===== src/hdl/flow_space_read_length_core_defines.svh =====
// ----------------------------------------------------------------------------
// flow space read length core assertion macros
// concurrent assertion wrappers, compiled out with NO_ASSERTIONS
// ----------------------------------------------------------------------------
`ifndef FLOW_SPACE_READ_LENGTH_CORE_DEFINES_SVH
`define FLOW_SPACE_READ_LENGTH_CORE_DEFINES_SVH
`ifndef NO_ASSERTIONS
`define FSRL_ASSERT_ALWAYS(lbl, c, r, expr, msg) \
  lbl: assert property (@(posedge c) disable iff (!r) (expr)) else $error(msg);
`define FSRL_ASSERT_NEXT(lbl, c, r, ante, cons, msg) \
  lbl: assert property (@(posedge c) disable iff (!r) (ante) |=> (cons)) else $error(msg);
`else
`define FSRL_ASSERT_ALWAYS(lbl, c, r, expr, msg)
`define FSRL_ASSERT_NEXT(lbl, c, r, ante, cons, msg)
`endif
`endif


===== src/hdl/fsrl_pkg.sv =====
`timescale 1ns / 1ps
// ----------------------------------------------------------------------------
// fsrl_pkg
// shared types and constants of the flow space read length core
// ----------------------------------------------------------------------------
package fsrl_pkg;

  localparam int MAX_BASES_DEF = 256;
  localparam int BASE_W        = 2;
  localparam int INV_W         = 16;
  localparam int CFG_DATA_W    = 16;
  localparam int READ_LEN_W    = 9;

  localparam logic [INV_W-1:0] INV_RESET  = 16'd10;
  localparam logic             BEST_RESET = 1'b1;

  typedef enum logic [1:0] {
    CMD_APPEND_REF  = 2'd0,
    CMD_APPEND_READ = 2'd1,
    CMD_EVALUATE    = 2'd2,
    CMD_CLEAR_REF   = 2'd3
  } cmd_t;

  typedef enum logic [0:0] {
    CFG_ERR_RATIO_INV = 1'b0,
    CFG_BEST_MODE     = 1'b1
  } cfg_idx_t;

  typedef enum logic [2:0] {
    ST_IDLE,
    ST_SCAN,
    ST_MUL,
    ST_CMP,
    ST_DONE
  } state_t;

  typedef struct packed {
    cmd_t              command;
    logic [BASE_W-1:0] base;
  } in_item_t;

  typedef struct packed {
    logic [READ_LEN_W-1:0] read_length;
    logic                  overflow;
  } out_item_t;

  typedef struct packed {
    logic append_ref;
    logic append_read;
    logic clear_ref;
    logic start_eval;
    logic scan_step;
    logic flow_skip;
    logic flow_end;
    logic mul;
    logic cmp;
    logic load_out;
  } dp_cmd_t;

  typedef struct packed {
    logic any_hit;
    logic zero_flow;
    logic more;
    logic stop;
    logic out_free;
  } dp_status_t;

endpackage


===== src/hdl/fsrl_ram.sv =====
`timescale 1ns / 1ps
// ----------------------------------------------------------------------------
// fsrl_ram
// generic single write port ram with registered read
// ----------------------------------------------------------------------------
module fsrl_ram #(
  parameter int WIDTH = 2,
  parameter int DEPTH = 256
) (
  input  logic                     clk,
  input  logic                     we,
  input  logic [$clog2(DEPTH)-1:0] waddr,
  input  logic [WIDTH-1:0]         wdata,
  input  logic [$clog2(DEPTH)-1:0] raddr,
  output logic [WIDTH-1:0]         rdata
);

  logic [WIDTH-1:0] mem [DEPTH];

  always_ff @(posedge clk) begin
    if (we) begin
      mem[waddr] <= wdata;
    end
    rdata <= mem[raddr];
  end

endmodule


===== src/hdl/fsrl_dp.sv =====
`timescale 1ns / 1ps
// ----------------------------------------------------------------------------
// fsrl_dp
// base stores, run counters, error accumulation and ratio test
// ----------------------------------------------------------------------------
`include "flow_space_read_length_core_defines.svh"

module fsrl_dp #(
  parameter int MAX_BASES = fsrl_pkg::MAX_BASES_DEF
) (
  input  logic                                 clk,
  input  logic                                 rst_n,
  input  fsrl_pkg::in_item_t                   in_data,
  input  logic                                 cfg_we,
  input  fsrl_pkg::cfg_idx_t                   cfg_index,
  input  logic [fsrl_pkg::CFG_DATA_W-1:0]      cfg_wdata,
  input  fsrl_pkg::dp_cmd_t                    cmd,
  output fsrl_pkg::dp_status_t                 st,
  output logic                                 out_valid,
  input  logic                                 out_ready,
  output fsrl_pkg::out_item_t                  out_data
);

  localparam int CNT_W  = $clog2(MAX_BASES + 1);
  localparam int ADDR_W = $clog2(MAX_BASES);
  localparam int ERR_W  = CNT_W + 1;
  localparam int PROD_W = ERR_W + fsrl_pkg::INV_W;
  localparam int EXT_W  = fsrl_pkg::READ_LEN_W + CNT_W;
  localparam logic [CNT_W-1:0] MAX_CNT = CNT_W'(MAX_BASES);

  logic [CNT_W-1:0] ref_count_r, ref_count_nxt;
  logic [CNT_W-1:0] read_count_r, read_count_nxt;
  logic [CNT_W-1:0] test_len_r, test_len_nxt;
  logic [CNT_W-1:0] ri_r, ri_nxt;
  logic [CNT_W-1:0] ti_r, ti_nxt;
  logic [CNT_W-1:0] rc_r, rc_nxt;
  logic [CNT_W-1:0] tc_r, tc_nxt;
  logic [CNT_W-1:0] length_r, length_nxt;
  logic [CNT_W-1:0] result_r, result_nxt;
  logic [ERR_W-1:0] errors_r, errors_nxt;
  logic [PROD_W-1:0] prod_r, prod_nxt;
  logic [1:0] flow_r, flow_nxt;
  logic mism_r, mism_nxt;
  logic dropped_r, dropped_nxt;
  logic [fsrl_pkg::INV_W-1:0] inv_r, inv_nxt;
  logic best_r, best_nxt;
  logic out_valid_r, out_valid_nxt;
  fsrl_pkg::out_item_t out_data_r, out_data_nxt;

  logic [fsrl_pkg::BASE_W-1:0] ref_q, read_q;
  logic ref_we, read_we;
  logic ref_ok, read_ok, ref_hit, read_hit, pass;
  logic [CNT_W-1:0] diff;
  logic [EXT_W-1:0] len_ext;

  fsrl_ram #(.WIDTH(fsrl_pkg::BASE_W), .DEPTH(MAX_BASES)) u_ref_ram (
    .clk   (clk),
    .we    (ref_we),
    .waddr (ref_count_r[ADDR_W-1:0]),
    .wdata (in_data.base),
    .raddr (ri_nxt[ADDR_W-1:0]),
    .rdata (ref_q)
  );

  fsrl_ram #(.WIDTH(fsrl_pkg::BASE_W), .DEPTH(MAX_BASES)) u_read_ram (
    .clk   (clk),
    .we    (read_we),
    .waddr (read_count_r[ADDR_W-1:0]),
    .wdata (in_data.base),
    .raddr (ti_nxt[ADDR_W-1:0]),
    .rdata (read_q)
  );

  assign ref_we  = cmd.append_ref && (ref_count_r < MAX_CNT);
  assign read_we = cmd.append_read && (read_count_r < MAX_CNT);

  assign ref_ok   = ri_r < ref_count_r;
  assign read_ok  = ti_r < test_len_r;
  assign ref_hit  = ref_ok && (ref_q == flow_r);
  assign read_hit = read_ok && (read_q == flow_r);
  assign diff     = (rc_r > tc_r) ? (rc_r - tc_r) : (tc_r - rc_r);
  assign pass     = (length_r == '0) ? (inv_r <= fsrl_pkg::INV_W'(1))
                                     : (prod_r <= PROD_W'(length_r));
  assign len_ext  = {{fsrl_pkg::READ_LEN_W{1'b0}}, result_r};

  assign st.any_hit   = ref_hit || read_hit;
  assign st.zero_flow = (rc_r == '0) && (tc_r == '0);
  assign st.more      = ref_ok && read_ok;
  assign st.stop      = mism_r && !best_r && !pass;
  assign st.out_free  = !out_valid_r || out_ready;

  always_comb begin
    ref_count_nxt  = ref_count_r;
    read_count_nxt = read_count_r;
    test_len_nxt   = test_len_r;
    ri_nxt         = ri_r;
    ti_nxt         = ti_r;
    rc_nxt         = rc_r;
    tc_nxt         = tc_r;
    length_nxt     = length_r;
    result_nxt     = result_r;
    errors_nxt     = errors_r;
    prod_nxt       = prod_r;
    flow_nxt       = flow_r;
    mism_nxt       = mism_r;
    dropped_nxt    = dropped_r;
    inv_nxt        = inv_r;
    best_nxt       = best_r;
    out_valid_nxt  = out_valid_r;
    out_data_nxt   = out_data_r;

    if (cfg_we) begin
      case (cfg_index)
        fsrl_pkg::CFG_ERR_RATIO_INV: inv_nxt  = cfg_wdata[fsrl_pkg::INV_W-1:0];
        fsrl_pkg::CFG_BEST_MODE:     best_nxt = cfg_wdata[0];
        default: ;
      endcase
    end

    if (cmd.append_ref) begin
      if (ref_we) begin
        ref_count_nxt = ref_count_r + 1'b1;
      end else begin
        dropped_nxt = 1'b1;
      end
    end
    if (cmd.append_read) begin
      if (read_we) begin
        read_count_nxt = read_count_r + 1'b1;
      end else begin
        dropped_nxt = 1'b1;
      end
    end
    if (cmd.clear_ref) begin
      ref_count_nxt = '0;
    end

    if (cmd.start_eval) begin
      test_len_nxt   = (read_count_r > ref_count_r) ? ref_count_r : read_count_r;
      read_count_nxt = '0;
      ri_nxt         = '0;
      ti_nxt         = '0;
      rc_nxt         = '0;
      tc_nxt         = '0;
      length_nxt     = '0;
      result_nxt     = '0;
      errors_nxt     = '0;
      flow_nxt       = '0;
      mism_nxt       = 1'b0;
    end

    if (cmd.scan_step) begin
      if (ref_hit) begin
        ri_nxt = ri_r + 1'b1;
        rc_nxt = rc_r + 1'b1;
      end
      if (read_hit) begin
        ti_nxt = ti_r + 1'b1;
        tc_nxt = tc_r + 1'b1;
      end
    end

    if (cmd.flow_skip) begin
      flow_nxt = flow_r + 1'b1;
    end

    if (cmd.flow_end) begin
      flow_nxt   = flow_r + 1'b1;
      length_nxt = length_r + tc_r;
      errors_nxt = errors_r + ERR_W'(diff);
      mism_nxt   = rc_r != tc_r;
    end

    if (cmd.mul) begin
      prod_nxt = PROD_W'(errors_r) * PROD_W'(inv_r);
    end

    if (cmd.cmp) begin
      if ((!mism_r || best_r) ? pass : !pass) begin
        result_nxt = length_r;
      end
      rc_nxt = '0;
      tc_nxt = '0;
    end

    if (cmd.load_out) begin
      out_valid_nxt            = 1'b1;
      out_data_nxt.read_length = len_ext[fsrl_pkg::READ_LEN_W-1:0];
      out_data_nxt.overflow    = dropped_r;
    end else if (out_ready) begin
      out_valid_nxt = 1'b0;
    end
  end

  always_ff @(posedge clk) begin
    if (!rst_n) begin
      ref_count_r  <= '0;
      read_count_r <= '0;
      test_len_r   <= '0;
      ri_r         <= '0;
      ti_r         <= '0;
      rc_r         <= '0;
      tc_r         <= '0;
      flow_r       <= '0;
      dropped_r    <= 1'b0;
      inv_r        <= fsrl_pkg::INV_RESET;
      best_r       <= fsrl_pkg::BEST_RESET;
      out_valid_r  <= 1'b0;
    end else begin
      ref_count_r  <= ref_count_nxt;
      read_count_r <= read_count_nxt;
      test_len_r   <= test_len_nxt;
      ri_r         <= ri_nxt;
      ti_r         <= ti_nxt;
      rc_r         <= rc_nxt;
      tc_r         <= tc_nxt;
      flow_r       <= flow_nxt;
      dropped_r    <= dropped_nxt;
      inv_r        <= inv_nxt;
      best_r       <= best_nxt;
      out_valid_r  <= out_valid_nxt;
    end
  end

  always_ff @(posedge clk) begin
    length_r   <= length_nxt;
    result_r   <= result_nxt;
    errors_r   <= errors_nxt;
    prod_r     <= prod_nxt;
    mism_r     <= mism_nxt;
    out_data_r <= out_data_nxt;
  end

  assign out_valid = out_valid_r;
  assign out_data  = out_data_r;

  `FSRL_ASSERT_ALWAYS(a_counts_bounded, clk, rst_n,
    (ref_count_r <= MAX_CNT) && (read_count_r <= MAX_CNT), "store count past depth")
  `FSRL_ASSERT_ALWAYS(a_read_index_bounded, clk, rst_n,
    ti_r <= test_len_r, "read index past capped length")
  `FSRL_ASSERT_NEXT(a_load_out_valid, clk, rst_n,
    cmd.load_out, out_valid_r, "result load did not raise out_valid")

endmodule


===== src/hdl/fsrl_ctrl.sv =====
`timescale 1ns / 1ps
// ----------------------------------------------------------------------------
// fsrl_ctrl
// command decode and evaluate sequencer
// ----------------------------------------------------------------------------
`include "flow_space_read_length_core_defines.svh"

module fsrl_ctrl (
  input  logic                 clk,
  input  logic                 rst_n,
  input  logic                 in_valid,
  output logic                 in_ready,
  input  fsrl_pkg::cmd_t       in_cmd,
  input  fsrl_pkg::dp_status_t st,
  output fsrl_pkg::dp_cmd_t    cmd
);

  fsrl_pkg::state_t state_r, state_nxt;

  always_ff @(posedge clk) begin
    if (!rst_n) begin
      state_r <= fsrl_pkg::ST_IDLE;
    end else begin
      state_r <= state_nxt;
    end
  end

  always_comb begin
    state_nxt = state_r;
    cmd       = '0;
    in_ready  = 1'b0;
    case (state_r)
      fsrl_pkg::ST_IDLE: begin
        in_ready = 1'b1;
        if (in_valid) begin
          case (in_cmd)
            fsrl_pkg::CMD_APPEND_REF:  cmd.append_ref  = 1'b1;
            fsrl_pkg::CMD_APPEND_READ: cmd.append_read = 1'b1;
            fsrl_pkg::CMD_EVALUATE: begin
              cmd.start_eval = 1'b1;
              state_nxt      = fsrl_pkg::ST_SCAN;
            end
            fsrl_pkg::CMD_CLEAR_REF:   cmd.clear_ref   = 1'b1;
            default: ;
          endcase
        end
      end
      fsrl_pkg::ST_SCAN: begin
        if (st.any_hit) begin
          cmd.scan_step = 1'b1;
        end else if (st.zero_flow) begin
          cmd.flow_skip = 1'b1;
          if (!st.more) begin
            state_nxt = fsrl_pkg::ST_DONE;
          end
        end else begin
          cmd.flow_end = 1'b1;
          state_nxt    = fsrl_pkg::ST_MUL;
        end
      end
      fsrl_pkg::ST_MUL: begin
        cmd.mul   = 1'b1;
        state_nxt = fsrl_pkg::ST_CMP;
      end
      fsrl_pkg::ST_CMP: begin
        cmd.cmp = 1'b1;
        if (st.stop || !st.more) begin
          state_nxt = fsrl_pkg::ST_DONE;
        end else begin
          state_nxt = fsrl_pkg::ST_SCAN;
        end
      end
      fsrl_pkg::ST_DONE: begin
        if (st.out_free) begin
          cmd.load_out = 1'b1;
          state_nxt    = fsrl_pkg::ST_IDLE;
        end
      end
      default: state_nxt = fsrl_pkg::ST_IDLE;
    endcase
  end

  `FSRL_ASSERT_NEXT(a_mul_then_cmp, clk, rst_n,
    state_r == fsrl_pkg::ST_MUL, state_r == fsrl_pkg::ST_CMP, "multiply not followed by test")
  `FSRL_ASSERT_NEXT(a_done_to_idle, clk, rst_n,
    (state_r == fsrl_pkg::ST_DONE) && st.out_free, state_r == fsrl_pkg::ST_IDLE,
    "result not handed off")

endmodule


===== src/hdl/flow_space_read_length_core.sv =====
`timescale 1ns / 1ps
// ----------------------------------------------------------------------------
// flow_space_read_length_core
// quality-passing read length over flow space homopolymer runs
// ----------------------------------------------------------------------------
// channel  dir  handshake            payload
// in_      in   in_valid/in_ready    in_data  (command, base)
// out_     out  out_valid/out_ready  out_data (read_length, overflow)
// cfg_     in   cfg_we               cfg_index, cfg_wdata
//
// append and clear transactions are taken in the idle state without leaving it
// evaluate scans both stores in parallel, one base a cycle while in the scan
//   state, and runs a multiply and a test state after each nonempty flow
// reset is synchronous; the base stores are not cleared, counts are cleared
// a pending result in the output register blocks only the next evaluate
// ----------------------------------------------------------------------------
module flow_space_read_length_core #(
  parameter int MAX_BASES = fsrl_pkg::MAX_BASES_DEF
) (
  input  logic                            clk,
  input  logic                            rst_n,
  input  logic                            in_valid,
  output logic                            in_ready,
  input  fsrl_pkg::in_item_t              in_data,
  output logic                            out_valid,
  input  logic                            out_ready,
  output fsrl_pkg::out_item_t             out_data,
  input  logic                            cfg_we,
  input  fsrl_pkg::cfg_idx_t              cfg_index,
  input  logic [fsrl_pkg::CFG_DATA_W-1:0] cfg_wdata
);

  fsrl_pkg::dp_cmd_t    cmd;
  fsrl_pkg::dp_status_t st;

  fsrl_ctrl u_ctrl (
    .clk      (clk),
    .rst_n    (rst_n),
    .in_valid (in_valid),
    .in_ready (in_ready),
    .in_cmd   (in_data.command),
    .st       (st),
    .cmd      (cmd)
  );

  fsrl_dp #(.MAX_BASES(MAX_BASES)) u_dp (
    .clk       (clk),
    .rst_n     (rst_n),
    .in_data   (in_data),
    .cfg_we    (cfg_we),
    .cfg_index (cfg_index),
    .cfg_wdata (cfg_wdata),
    .cmd       (cmd),
    .st        (st),
    .out_valid (out_valid),
    .out_ready (out_ready),
    .out_data  (out_data)
  );

endmodule


===== config.mk =====
export PLATFORM = sky130hd
export DESIGN_NAME = flow_space_read_length_core
export DESIGN_NICKNAME = d
export VERILOG_FILES = /design/src/hdl/fsrl_pkg.sv /design/src/hdl/fsrl_ram.sv /design/src/hdl/fsrl_dp.sv /design/src/hdl/fsrl_ctrl.sv /design/src/hdl/flow_space_read_length_core.sv
export VERILOG_INCLUDE_DIRS = /design/src /design/src/hdl
export SDC_FILE = /design/constraint.sdc
export NUM_CORES = 2
export LEC_CHECK = 0
export BUFFER_PORTS_ARGS = -buffer_cell sky130_fd_sc_hd__buf_2
export CAP_MARGIN = 15
export CORE_ASPECT_RATIO = 0.75
export CORE_MARGIN = 3
export CORE_UTILIZATION = 55
export CTS_BUF_LIST = sky130_fd_sc_hd__clkbuf_8
export DETAILED_ROUTE_END_ITERATION = 6
export PLACE_DENSITY_LB_ADDON = 0.15
export SYNTH_ARGS = -nofsm -noshare
export SYNTH_HDL_FRONTEND = slang
export SYNTH_SLANG_ARGS = --single-unit

===== constraint.sdc =====
create_clock -name clk -period 7.5 [get_ports clk]
set_clock_uncertainty 0.15 [all_clocks]
set_input_delay 1.125 -clock clk [delete_from_list [all_inputs] [get_ports clk]]
set_output_delay 1.125 -clock clk [all_outputs]
set_load 0.05 [all_outputs]

==> results.cfg <==
[clocking]
ctsHoldBuffers = 0
clock_tree.root_cell = sky130_fd_sc_hd__clkbuf_8
cts.sink_count = 1180
htreeDepth = 4
cts.clk_slew.worst_paths_ps = 60
post_cts_setup_repair_bufs = 0
cts_buf_count = 179
ctsLongestPathBuffers = 3
worstSkewPairLatency_ps = 890
tritoncts = built
ctsResizeCount = 0

[yosys]
synth_top_family_by_area = simple AND/OR/NAND/NOR gates
simple_gate_share_of_the_synthesized_area = 0.1183
synth.yosys.seq_area_share = 0.6133
synth.ff_latch_count = 1180
yosys-top-cells-area = sky130_fd_sc_hd__edfxtp_1 58%, sky130_fd_sc_hd__nor2_1 4.2%, sky130_fd_sc_hd__fa_1 4.1%
avgSynthCellArea_um2 = 12.51
synthArstFlopShare = 0
synth.yosys.warnings = 0
synth_fa_ha_area_frac = 0.07274
synth_area_mm2 = 0.05615
synth_compound_area_frac = 0.08987
netlist.top_cell.by_area = sky130_fd_sc_hd__edfxtp_1
synth.mux.area_fraction = 0.06035
ys.flop_type = sky130_fd_sc_hd__edfxtp_1
synthCells = 4489
yosysUniqueCellTypes = 85
synth.top_cell.area_share = 0.5776
syn_nets = 4773
synth_xor_xnor_area_share = 0.01201
number_of_synthesized_flops_with_an_enable_pin = 1080

[timing]
relSlewSlack = 0.1761
timing.final.crit_period_ps = 6258
timing.fmax_mhz = 159.8
timing_hold_violations_final = 0
setup_tns_ps = 0
min_period_over_period = 0.8344
rsz0062_at_grt = no
max_slew.worst_pin.slew_ps = 1236
final_max_slew_viol_count = 0
post-route-worst-setup-slack_ps = 1242
timing.final.setup_violations = 0

[routing]
drt_first_iter_violations = 4843
wl_mm = 143.6
antenna_violating_nets_post_route = 0
via_per_inst = 6.159
wire_per_inst_um = 24.01
drt-pass1-iter-count = 7
drc_errors = 8
detailroute.via_count = 36860

[worst_setup_path]
criticalPathCategory = register to register
critPathCaptureType = register
arrival_ps = 6750
crit_fanout = 18
critical_path_required_ps = 7990
timing.critical_path.from_type = register

[global_route]
grt_max_degree = 208
overflow_left_after_global_routing = 0
groute.usage.overall = 0.2717
grt_pass1_vias = 36150
global_route_wire_length_before_repair_mm = 219.0
number_of_antenna_violations_at_the_first_check_in_global_routing = 2

[final_layout]
area_of_the_multi_input_gates_mm2 = 0.02000
mostFrequentLayoutCells = 1080 x sky130_fd_sc_hd__edfxtp_1, 628 x sky130_fd_sc_hd__nor2_1, 481 x sky130_fd_sc_hd__nand2_1
seqCellArea_mm2 = 0.03443
synthToLayoutAreaGrowth_pct = 8.455
drive_above_1_share = 0.09946
most_common_cell_after_layout_fill_and_taps_aside = sky130_fd_sc_hd__edfxtp_1
finish.net_count = 4792
final_cells = 5984
nFillCells = 7990

[placement]
dpl_worst_slack_ps = 1274
finalWeightedCongestion = 0.8507
port-buffer-count = 37
numPlacedInstances = 5653
dpl.hpwl_mm = 88.79

[outcome]
violations_in_the_final_reports = DRC
outcome = complete, but fails checks

[floorplan]
num_io_pins = 38
core_area_mm2 = 0.1002
die_area_mm2 = 0.1060
initial_core_util = 0.5602
core.rowCount = 100
die_x_um = 374.9
die-height_um = 282.7

[worst_hold_path]
worst_hold_path_type = register to register

[power]
report.power.total_uw = 12960
worst_ir_drop_on_vdd_mv = 0.1600
total_leakage_power_uw = 0.02138
powerDensity_mw_per_mm2 = 212.8

[job]
max_cap_viol_count = 0
==> where the power goes <==
| group | switching [uW] | total (uW) | internal, uW |
|---|---|---|---|
| registers | 36.3 | 7240 | 7200 |
| logic | 475 | 737 | 263 |
| clock network | 2560 | 4980 | 2420 |
| total | 3070 | 13000 | 9890 |
==> path summary, 6_finish.rpt <==
path                         start          endpoint  slack (ps)  depth (start not counted)
hold / removal      u_dp.dropped_r  u_dp.out_data[0]         280                          0
setup / recovery  u_dp.errors_r[1]   u_dp.prod_r[24]        1240                         19
hold reg to reg     u_dp.dropped_r  u_dp.out_data[0]         280                          0
setup reg to reg  u_dp.errors_r[1]   u_dp.prod_r[24]        1240                         19
==> logic make-up after synthesis <==
logic type	count (synthesis)
AO/OA/AOI/OAI	735
XOR/XNOR	77
adder cells (fa/ha/maj)	258
buffers and inverters	456
flip-flops	1180
multiplexers	268
AND/OR/NAND/NOR	1515
==> layout make-up <==
class | count | area share
Sequential cell | 1180 | 0.5655
Inverter | 182 | 0.01122
Clock inverter | 142 | 0.01200
Clock buffer | 186 | 0.04204
Timing Repair Buffer | 112 | 0.01344
Multi-Input combinational cell | 2853 | 0.3285
Antenna cell | 3 | 0.0001233
Tap cell | 1326 | 0.02725
==> metrics by stage <==
stage	utilization	cell area (um2)	hold slack, ps
6_report	0.6076	60890	278.5
3_3_place_gp	0.5747	57600	267.4
4_1_cts	0.6075	60890	241.4
3_5_place_dp	0.5747	57600	267.5
5_1_grt	0.6075	60890	286.7
2_1_floorplan	-	56150	259.0
==> layer usage <==
metal  global-route usage  part of all wire  wire length (um)
met1               0.4038              0.44             63740
met2               0.3946              0.43             61610
met3              0.07461              0.11             15260
met4              0.07827             0.021              3041
met5                    0                 0                 0
==> cell usage after synthesis, drive strengths merged (9+ instances only) <==
library cell,number
or3,12
o211ai,9
ha,144
a22o,14
xor2,25
nand2,482
mux2,51
nor2,631
and2,102
o22ai,47
a22oi,26
edfxtp,1080
nand2b,13
nand3,85
nand4,35
a21boi,20
nor3,31
nor4,34
inv,181
o221ai,27
a21oi,247
a211o,22
a2111oi,13
mux4,51
mux2i,166
a221oi,40
or4,12
a21o,33
a221o,11
and3,26
fa,114
o21ai,74
clkbuf,190
buf,84
xnor2,52
a211oi,34
o21a,20
a222oi,36
nor2b,22
dfxtp,100
==> flip-flops by register name, summed over array words and instances (netlist names), 2 cells and up <==
| signal | cells |
|---|---|
| u_ctrl.state_r | 3 |
| u_dp.errors_r | 10 |
| u_dp.flow_r | 2 |
| u_dp.inv_r | 16 |
| u_dp.length_r | 9 |
| u_dp.out_data | 10 |
| u_dp.prod_r | 26 |
| u_dp.rc_r | 9 |
| u_dp.read_count_r | 9 |
| u_dp.ref_count_r | 9 |
| u_dp.result_r | 9 |
| u_dp.ri_r | 9 |
| u_dp.tc_r | 9 |
| u_dp.test_len_r | 9 |
| u_dp.ti_r | 9 |
| u_dp.u_read_ram.mem | 512 |
| u_dp.u_read_ram.rdata | 2 |
| u_dp.u_ref_ram.mem | 512 |
| u_dp.u_ref_ram.rdata | 2 |
==> worst max-delay path: stages, from the launching register on <==
cell and delay (ps):
sky130_fd_sc_hd__edfxtp_1 810, sky130_fd_sc_hd__nand2_1 170, sky130_fd_sc_hd__fa_1 550, sky130_fd_sc_hd__inv_1 50, sky130_fd_sc_hd__fa_1 500, sky130_fd_sc_hd__inv_1 50
sky130_fd_sc_hd__fa_1 540, sky130_fd_sc_hd__inv_1 50, sky130_fd_sc_hd__fa_1 480, sky130_fd_sc_hd__inv_1 60, sky130_fd_sc_hd__fa_1 480, sky130_fd_sc_hd__inv_1 40
sky130_fd_sc_hd__ha_1 330, sky130_fd_sc_hd__nand2_1 60, sky130_fd_sc_hd__o21ai_0 350, sky130_fd_sc_hd__a221oi_1 240, sky130_fd_sc_hd__a2111o_1 460, sky130_fd_sc_hd__a21oi_1 260
sky130_fd_sc_hd__nor4_1 80, sky130_fd_sc_hd__a311o_1 310
Power figures use the tool's default switching activity.
